`src/hdl/akt_pkg.sv`:
```
`timescale 1ns / 1ps
// ----------------------------------------------------------------------------
// Allocator knob tuner package
// Shared widths, reset values, register indexes, action codes and the
// structs passed between the tuner's sub-blocks.
// ----------------------------------------------------------------------------
package akt_pkg;

    localparam int NUM_CLASSES     = 32;
    localparam int INIT_BIN_TARGET = 0;
    localparam int INIT_BATCH      = 8;

    localparam int CLASS_W    = 5;
    localparam int COUNT_W    = 32;
    localparam int BIN_W      = 8;
    localparam int BATCH_W    = 5;
    localparam int ACT_W      = 2;
    localparam int VER_W      = 32;
    localparam int CFG_IDX_W  = 3;
    localparam int CFG_DATA_W = 32;

    // table index width
    localparam int IDX_W = (NUM_CLASSES > 1) ? $clog2(NUM_CLASSES) : 1;

    // register indexes
    localparam logic [CFG_IDX_W-1:0] REG_REFILL_THR = 3'd0;
    localparam logic [CFG_IDX_W-1:0] REG_TRIM_THR   = 3'd1;
    localparam logic [CFG_IDX_W-1:0] REG_MISS_THR   = 3'd2;
    localparam logic [CFG_IDX_W-1:0] REG_BIN_CAP    = 3'd3;
    localparam logic [CFG_IDX_W-1:0] REG_BATCH_CAP  = 3'd4;

    // register reset values
    localparam logic [COUNT_W-1:0] RST_REFILL_THR = 32'd100;
    localparam logic [COUNT_W-1:0] RST_TRIM_THR   = 32'd50;
    localparam logic [COUNT_W-1:0] RST_MISS_THR   = 32'd20;
    localparam logic [BIN_W-1:0]   RST_BIN_CAP    = 8'd64;
    localparam logic [BATCH_W-1:0] RST_BATCH_CAP  = 5'd16;

    typedef logic [ACT_W-1:0] action_t;

    localparam action_t ACT_NONE      = 2'd0;
    localparam action_t ACT_BIN_UP    = 2'd1;
    localparam action_t ACT_BIN_DOWN  = 2'd2;
    localparam action_t ACT_BATCH_UP  = 2'd3;

    typedef struct packed {
        logic [COUNT_W-1:0] refill_thr;
        logic [COUNT_W-1:0] trim_thr;
        logic [COUNT_W-1:0] miss_thr;
        logic [BIN_W-1:0]   bin_cap;
        logic [BATCH_W-1:0] batch_cap;
    } cfg_t;

    typedef struct packed {
        logic [CLASS_W-1:0] size_class;
        logic [COUNT_W-1:0] refill_count;
        logic [COUNT_W-1:0] trim_excess;
        logic [COUNT_W-1:0] pop_misses;
        logic               epoch_end;
    } item_t;

    // epoch winner with its threshold tests already resolved
    typedef struct packed {
        logic [CLASS_W-1:0] cls;
        logic               refill_hi;
        logic               trim_hi;
        logic               miss_hi;
    } winner_t;

    typedef struct packed {
        logic [CLASS_W-1:0] chosen_class;
        action_t            action;
        logic [BIN_W-1:0]   new_value;
        logic [VER_W-1:0]   version;
    } result_t;

endpackage

```
`src/hdl/akt_intake.sv`:
```
`timescale 1ns / 1ps
// ----------------------------------------------------------------------------
// Tuner input register
// Holds one accepted statistics item until the processing stage takes it.
// ----------------------------------------------------------------------------
module akt_intake
(
    input  logic           clk,
    input  logic           rst_n,
    input  logic           in_valid,
    output logic           in_ready,
    input  akt_pkg::item_t in_item,
    input  logic           advance,
    output logic           item_valid,
    output akt_pkg::item_t item
);
    import akt_pkg::*;

    logic  valid_reg;
    logic  valid_next;
    item_t item_reg;

    assign in_ready = !valid_reg || advance;

    always_comb
    begin
        valid_next = valid_reg;
        if (in_valid && in_ready)
        begin
            valid_next = 1'b1;
        end
        else if (advance)
        begin
            valid_next = 1'b0;
        end
    end

    always_ff @(posedge clk or negedge rst_n)
    begin
        if (!rst_n)
        begin
            valid_reg <= 1'b0;
        end
        else
        begin
            valid_reg <= valid_next;
        end
    end

    always_ff @(posedge clk)
    begin
        if (in_valid && in_ready)
        begin
            item_reg <= in_item;
        end
    end

    assign item_valid = valid_reg;
    assign item       = item_reg;

endmodule

```
`src/hdl/akt_argmax.sv`:
```
`timescale 1ns / 1ps
// ----------------------------------------------------------------------------
// Tuner epoch argmax
// Running maximum on refill count over one epoch; earlier item wins a tie.
// ----------------------------------------------------------------------------
module akt_argmax
(
    input  logic             clk,
    input  logic             rst_n,
    input  logic             advance,
    input  akt_pkg::item_t   item,
    input  akt_pkg::cfg_t    cfg,
    output akt_pkg::winner_t winner
);
    import akt_pkg::*;

    logic [COUNT_W-1:0] best_refills_reg;
    logic [COUNT_W-1:0] best_trim_reg;
    logic [COUNT_W-1:0] best_misses_reg;
    logic [CLASS_W-1:0] best_class_reg;
    logic               have_best_reg;

    logic    in_range;
    logic    take;
    winner_t cand_w;
    winner_t best_w;

    assign in_range = int'(item.size_class) < NUM_CLASSES;
    assign take     = in_range && (!have_best_reg || (item.refill_count > best_refills_reg));

    // threshold tests on both sides in parallel, then select
    always_comb
    begin
        cand_w.cls       = item.size_class;
        cand_w.refill_hi = item.refill_count > cfg.refill_thr;
        cand_w.trim_hi   = item.trim_excess > cfg.trim_thr;
        cand_w.miss_hi   = item.pop_misses > cfg.miss_thr;
        best_w.cls       = best_class_reg;
        best_w.refill_hi = best_refills_reg > cfg.refill_thr;
        best_w.trim_hi   = best_trim_reg > cfg.trim_thr;
        best_w.miss_hi   = best_misses_reg > cfg.miss_thr;
    end

    assign winner = take ? cand_w : best_w;

    always_ff @(posedge clk or negedge rst_n)
    begin
        if (!rst_n)
        begin
            best_refills_reg <= '0;
            best_trim_reg    <= '0;
            best_misses_reg  <= '0;
            best_class_reg   <= '0;
            have_best_reg    <= 1'b0;
        end
        else if (advance)
        begin
            if (item.epoch_end)
            begin
                best_refills_reg <= '0;
                best_trim_reg    <= '0;
                best_misses_reg  <= '0;
                best_class_reg   <= '0;
                have_best_reg    <= 1'b0;
            end
            else if (take)
            begin
                best_refills_reg <= item.refill_count;
                best_trim_reg    <= item.trim_excess;
                best_misses_reg  <= item.pop_misses;
                best_class_reg   <= item.size_class;
                have_best_reg    <= 1'b1;
            end
        end
    end

endmodule

```
`src/hdl/akt_knobs.sv`:
```
`timescale 1ns / 1ps
// ----------------------------------------------------------------------------
// Tuner knob tables
// Per-class bin target and refill batch, the epoch-end rule and the version
// counter.
// ----------------------------------------------------------------------------
module akt_knobs
(
    input  logic             clk,
    input  logic             rst_n,
    input  logic             apply,
    input  akt_pkg::winner_t winner,
    input  akt_pkg::cfg_t    cfg,
    output akt_pkg::result_t result
);
    import akt_pkg::*;

    logic [BIN_W-1:0]   bin_level_reg  [NUM_CLASSES];
    logic [BATCH_W-1:0] batch_reg      [NUM_CLASSES];
    logic [VER_W-1:0]   version_reg;

    logic [IDX_W-1:0]   idx;
    logic [BIN_W-1:0]   cur_bin;
    logic [BATCH_W-1:0] cur_batch;
    logic [BIN_W-1:0]   bin_next;
    logic [BATCH_W-1:0] batch_next;
    logic [VER_W-1:0]   version_next;
    action_t            act;
    logic [BIN_W-1:0]   new_value;

    assign idx       = winner.cls[IDX_W-1:0];
    assign cur_bin   = bin_level_reg[idx];
    assign cur_batch = batch_reg[idx];

    // at most one change, in priority order
    always_comb
    begin
        act        = ACT_NONE;
        bin_next   = cur_bin;
        batch_next = cur_batch;
        new_value  = cur_bin;
        if (winner.refill_hi && (cur_bin < cfg.bin_cap))
        begin
            act       = ACT_BIN_UP;
            bin_next  = cur_bin + 1'b1;
            new_value = bin_next;
        end
        else if (winner.trim_hi && (cur_bin != '0))
        begin
            act       = ACT_BIN_DOWN;
            bin_next  = cur_bin - 1'b1;
            new_value = bin_next;
        end
        else if (winner.miss_hi && (cur_batch < cfg.batch_cap))
        begin
            act        = ACT_BATCH_UP;
            batch_next = cur_batch + 1'b1;
            new_value  = BIN_W'(batch_next);
        end
    end

    assign version_next = (act != ACT_NONE) ? version_reg + 1'b1 : version_reg;

    always_comb
    begin
        result.chosen_class = winner.cls;
        result.action       = act;
        result.new_value    = new_value;
        result.version      = version_next;
    end

    always_ff @(posedge clk or negedge rst_n)
    begin
        if (!rst_n)
        begin
            for (int i = 0; i < NUM_CLASSES; i++)
            begin
                bin_level_reg[i] <= BIN_W'(INIT_BIN_TARGET);
                batch_reg[i]     <= BATCH_W'(INIT_BATCH);
            end
            version_reg <= '0;
        end
        else if (apply)
        begin
            bin_level_reg[idx] <= bin_next;
            batch_reg[idx]     <= batch_next;
            version_reg        <= version_next;
        end
    end

endmodule

```
`src/hdl/allocator_knob_tuner.sv`:
```
`timescale 1ns / 1ps
// ----------------------------------------------------------------------------
// Allocator knob tuner
// Per-epoch refill-call argmax and at most one knob change for the winning class.
// ----------------------------------------------------------------------------
// Usage:
//  - Input channel (in_valid/in_ready): one statistics transaction per size
//    class, ascending, epoch_end set on the last one of the epoch.
//  - Output channel (out_valid/out_ready): one result transaction per epoch,
//    produced only by the epoch_end item; other items yield nothing.
//  - Config port: cfg_wr_en/cfg_addr/cfg_wdata writes a register; only to be
//    used while the block is idle. Unknown indexes ignored.
//  - Path: an item is registered at acceptance and processed from the input
//    register; the epoch_end item's result goes to the output register.
//  - Throughput: one item per cycle unless an epoch_end item is held by a full
//    output register; set by the single processing stage (argmax compare plus
//    one knob-table read-modify-write).  Stall: a finished result waits in the
//    output register; non-final items keep flowing. Only a second epoch_end
//    item holds until the first result is taken (in_ready drops once the input
//    register is full).  Reset: thresholds and caps to defaults, knob tables to
//    their initial values, version to zero, epoch tracking cleared, no result pending.
// ----------------------------------------------------------------------------
module allocator_knob_tuner
(
    input  logic                               clk,
    input  logic                               rst_n,

    input  logic                               cfg_wr_en,
    input  logic [akt_pkg::CFG_IDX_W-1:0]      cfg_addr,
    input  logic [akt_pkg::CFG_DATA_W-1:0]     cfg_wdata,

    input  logic                               in_valid,
    output logic                               in_ready,
    input  logic [akt_pkg::CLASS_W-1:0]        size_class,
    input  logic [akt_pkg::COUNT_W-1:0]        refill_count,
    input  logic [akt_pkg::COUNT_W-1:0]        trim_excess,
    input  logic [akt_pkg::COUNT_W-1:0]        pop_misses,
    input  logic                               epoch_end,

    output logic                               out_valid,
    input  logic                               out_ready,
    output logic [akt_pkg::CLASS_W-1:0]        chosen_class,
    output logic [akt_pkg::ACT_W-1:0]          action,
    output logic [akt_pkg::BIN_W-1:0]          new_value,
    output logic [akt_pkg::VER_W-1:0]          version
);
    import akt_pkg::*;

    cfg_t    cfg_reg;
    item_t   in_item;
    item_t   item;
    logic    item_valid;
    logic    advance;
    logic    apply;
    winner_t winner;
    result_t result;
    result_t result_reg;
    logic    out_valid_reg;

    // ---- configuration registers ----
    always_ff @(posedge clk or negedge rst_n)
    begin
        if (!rst_n)
        begin
            cfg_reg.refill_thr <= RST_REFILL_THR;
            cfg_reg.trim_thr   <= RST_TRIM_THR;
            cfg_reg.miss_thr   <= RST_MISS_THR;
            cfg_reg.bin_cap    <= RST_BIN_CAP;
            cfg_reg.batch_cap  <= RST_BATCH_CAP;
        end
        else if (cfg_wr_en)
        begin
            case (cfg_addr)
                REG_REFILL_THR: cfg_reg.refill_thr <= cfg_wdata[COUNT_W-1:0];
                REG_TRIM_THR:   cfg_reg.trim_thr   <= cfg_wdata[COUNT_W-1:0];
                REG_MISS_THR:   cfg_reg.miss_thr   <= cfg_wdata[COUNT_W-1:0];
                REG_BIN_CAP:    cfg_reg.bin_cap    <= cfg_wdata[BIN_W-1:0];
                REG_BATCH_CAP:  cfg_reg.batch_cap  <= cfg_wdata[BATCH_W-1:0];
                default:        ;
            endcase
        end
    end

    // ---- input register ----
    always_comb
    begin
        in_item.size_class   = size_class;
        in_item.refill_count = refill_count;
        in_item.trim_excess  = trim_excess;
        in_item.pop_misses   = pop_misses;
        in_item.epoch_end    = epoch_end;
    end

    akt_intake u_intake
    (
        .clk        (clk),
        .rst_n      (rst_n),
        .in_valid   (in_valid),
        .in_ready   (in_ready),
        .in_item    (in_item),
        .advance    (advance),
        .item_valid (item_valid),
        .item       (item)
    );

    // Non-final items always move on; a final one needs room in the
    // output register (empty, or being drained this cycle).
    assign advance = item_valid && (!item.epoch_end || !out_valid_reg || out_ready);
    assign apply   = advance && item.epoch_end;

    // ---- processing stage ----
    akt_argmax u_argmax
    (
        .clk     (clk),
        .rst_n   (rst_n),
        .advance (advance),
        .item    (item),
        .cfg     (cfg_reg),
        .winner  (winner)
    );

    akt_knobs u_knobs
    (
        .clk    (clk),
        .rst_n  (rst_n),
        .apply  (apply),
        .winner (winner),
        .cfg    (cfg_reg),
        .result (result)
    );

    // ---- output register ----
    always_ff @(posedge clk or negedge rst_n)
    begin
        if (!rst_n)
        begin
            out_valid_reg <= 1'b0;
        end
        else if (apply)
        begin
            out_valid_reg <= 1'b1;
        end
        else if (out_ready)
        begin
            out_valid_reg <= 1'b0;
        end
    end

    always_ff @(posedge clk)
    begin
        if (apply)
        begin
            result_reg <= result;
        end
    end

    assign out_valid    = out_valid_reg;
    assign chosen_class = result_reg.chosen_class;
    assign action       = result_reg.action;
    assign new_value    = result_reg.new_value;
    assign version      = result_reg.version;

endmodule
```
`config.mk`:
```
export PLATFORM = sky130hd
export DESIGN_NAME = allocator_knob_tuner
export DESIGN_NICKNAME = d
export VERILOG_FILES = /design/src/hdl/akt_pkg.sv /design/src/hdl/akt_intake.sv /design/src/hdl/akt_argmax.sv /design/src/hdl/akt_knobs.sv /design/src/hdl/allocator_knob_tuner.sv
export SDC_FILE = /design/constraint.sdc
export NUM_CORES = 2
export LEC_CHECK = 0
export ABC_AREA = 1
export BUFFER_PORTS_ARGS = -buffer_cell sky130_fd_sc_hd__buf_4
export CORE_UTILIZATION = 60
export CTS_CLUSTER_SIZE = 20
export DETAILED_ROUTE_END_ITERATION = 7
export GPL_TIMING_DRIVEN = 0
export PLACE_DENSITY = 0.8
export SLEW_MARGIN = 20
export SYNTH_ARGS = -nofsm -noshare
export SYNTH_HDL_FRONTEND = slang
export SYNTH_SLANG_ARGS = --single-unit
```
`constraint.sdc`:
```
create_clock -name clk -period 5.3 [get_ports clk]
set_clock_uncertainty 0.05 [all_clocks]
set_input_delay 1.06 -clock clk [delete_from_list [all_inputs] [get_ports clk]]
set_output_delay 1.06 -clock clk [all_outputs]
set_load 0.05 [all_outputs]
```
==> results.yml <==
timing:
  finalHoldViolations: 0
  finalSetupViolCount: 2
  fin_hold_ws_ps: 302
  maxSlewHeadroom_pct: 23.8
  fmax_mhz: 188
  worst_slack_ps: -9.63
  fin_crit_sh_pct: 100
  period_minus_slack_ps: 5310
  finalMaxSlewViolations: 0
  worst_pin_slew_ps: 1130
floorplan:
  ioPinCount: 191
  rows: 96
  dieHeight_microns: 266
  dieArea_sq_mm: 0.0707
  design.core.area_sq_mm: 0.0687
  dieWidth_microns: 266
  initial_utilization_pct: 60.8
clock_tree:
  clk_path_buf_depth: 3
  clkSinkCount: 810
  holdBufCountCts: 0
  clkTransAtPathRegs_ps: 60
  clk_latency_ps: 650
  htree_num_levels: 3
  root_buffer: "clkbuf_16"
  cts_tree: "built"
  cts_made_buffers: 87
drt:
  m1WireLength_microns: 52300
  met3_length_microns: 15400
  initialDrtViolationCount: 4931
  vias_per_cell: 5.77
  highest_layer: "met5"
  post_drt_wl_per_cell_microns: 20.3
  ant_nets: 0
  dr.pass1.iters: 8
  num_vias: 38100
  drc: 0
  route.met2.wl_microns: 59800
  totalWireLength_microns: 134000
worst_setup_path:
  startpoint_type: "flop"
  cp_slowest_cell: "edfxtp_1"
  max_stage_delay_ps: 430
  reg2reg_from: "u_intake.item[82]"
  reg2reg_slack_ps: -10
  cp-end-kind: "flop"
  cpMostUsedCell: "nand2_2"
  crit_path_max_fanout: 8
  setup.worst_path.start: "u_intake.item[82]"
  endpoint: "u_knobs.batch_reg[81]"
  worstPathArrival_ps: 5840
  path_class: "reg -> reg"
  worstPathRequired_ps: 5830
  worstReg2RegEnd: "u_knobs.batch_reg[81]"
  rr_worst_depth: 37
synth:
  ys_dominant_reg_cell: "dfrtp_1"
  syn_area_per_cell_sq_um: 8.05
  ys_seq_area_share_pct: 50.4
  synth-edff-count: 149
  synth_cell_type_count: 54
  synthDominantCellAreaShare_pct: 37.1
  synth.most_common_cell: "nand2_1"
  synth_area_sq_mm: 0.0418
  yosys_warnings: 0
  netlist_top_cells_count: "nand2_1, dfrtp_1, inv_1"
  syn_nets: 5571
  synth_top_area_cell: "dfrtp_1"
  synthCells: 5190
  synthArstFlopShare_pct: 81.6
  synth-seq-cells: 810
  synth.area.top_cells: "dfrtp_1, nand2_1, edfxtp_1"
placed_design:
  dp_hpwl_microns: 92600
  place_inst: 6320
  gp_congestion: 0.985
  port_buffers: 190
global_route:
  grt_overflow: 0
  grt_antenna_before_repair: 5
  grt_pass1_vias: 35900
  grt_max_degree: 100
  grt_first_pass_wirelength_microns: 201000
  grtUsageTotal_pct: 37.1
cells_and_area:
  area_growth_pct: 19.6
  utilization_pct: 72.8
  largest_register_ffs: 256
  instances_no_fill: 6603
  nNetsFinal: 5976
  layout-drive-gt1-share_pct: 14.5
pwr:
  leakagePower_nw: 26.1
  vdd_drop_max_mv: 0.331
  fin_total_pwr_mw: 25.5
  power.density_mw_per_mm2: 510
status:
  status: "complete, but fails checks"
  violations: "negative setup slack"
run:
  maxCapViolations: 0
worst_hold_path:
  hold_path.class: "in -> async"
## report_power, final
group	switching [mW]	internal [mW]
Clock	2.62	3.46
Sequential	0.907	7.90
Combinational	6.72	3.89
Total	10.2	15.2
## through the flow
step / instance area, sq um / worst slack (ps) / setup TNS (ps)
global placement: 44400 / -4440 / -3209970
global route: 50000 / -190 / -44100
CTS: 48400 / -5.30 / -5.30
finish: 50000 / -9.63 / -18.5
detailed placement: 44600 / -1790 / -514290
floorplan: 41800 / 677 / 0
## area by class of cell
cell class | instances | area, sq um
flip-flops and latches | 810 | 21100
plain buffers | 235 | 1850
repair buffers | 317 | 2800
fillers | 5008 | 18700
clock inverters | 47 | 399
clock buffers | 115 | 2410
multi-input cells | 3772 | 18900
well taps | 931 | 1160
inverters | 372 | 1420
diodes | 4 | 10.0
## cell families (layout without fill, tap and decap cells)
| group | Yosys count | after routing | synth area share, % |
|---|---|---|---|
| XOR/XNOR | 40 | 40 | 0.838 |
| AO/OA/AOI/OAI | 460 | 460 | 6.60 |
| other | 0 | 4 | 0 |
| AND/OR/NAND/NOR | 3033 | 3033 | 28.7 |
| adder cells (fa/ha/maj) | 239 | 239 | 7.15 |
| buffers and inverters | 608 | 1086 | 6.28 |
| flip-flops | 810 | 810 | 50.4 |
## per-layer routing
metal	global-route usage (%)	up-vias
li1	-	17300
met1	50.6	18200
met2	56.2	2240
met3	8.71	413
met4	17.1	4
met5	0	-
## worst min path at each step
stage / start / to / slack (ps) / depth (start not counted)
3_5_place_dp: u_knobs.batch_reg[6] / u_knobs.batch_reg[6] / 410 / 2
2_1_floorplan: u_knobs.batch_reg[117] / u_knobs.batch_reg[117] / 390 / 2
4_1_cts: rst_n / u_knobs.bin_level_reg[217] / 310 / 1
5_1_grt: rst_n / u_knobs.bin_level_reg[217] / 330 / 1
6_report: rst_n / u_knobs.bin_level_reg[217] / 300 / 1
3_3_place_gp: u_knobs.batch_reg[118] / u_knobs.batch_reg[118] / 400 / 2
## critical path, delay by kind of cell (launching register included)
kind,cells,cell delay [ps]
flops,1,430
compound gates,3,450
simple gates,24,2620
fa+ha+maj,2,590
buf+inv,8,1080
## repair_timing
item,CTS,global route
gates resized for setup,156,225
setup buffers,37,71
endpoints found under the setup margin,490,490
pin swaps,23,84
gates cloned,2,8
## placed cells by master, fill, tap and decap left out, drive strengths merged, types with 2 or more instances in the layout
cell type,count
o2111ai,4
nor4,13
nand2,2538
nor3,39
o21ai,222
a22o,62
o21a,2
a31oi,9
o211ai,10
o22ai,23
o21bai,3
dfstp,42
clkinvlp,6
clkbuf,223
nand3b,3
o221ai,4
a221oi,4
xor2,31
nand3,155
or2,12
inv,373
buf,444
a211oi,10
clkinv,35
a21o,2
bufinv,5
diode,4
nand4,34
ha,239
xnor2,9
and2,2
nor2,235
a21oi,101
dfrtp,619
edfxtp,149
No activity file was read; power rests on OpenSTA's default activity.
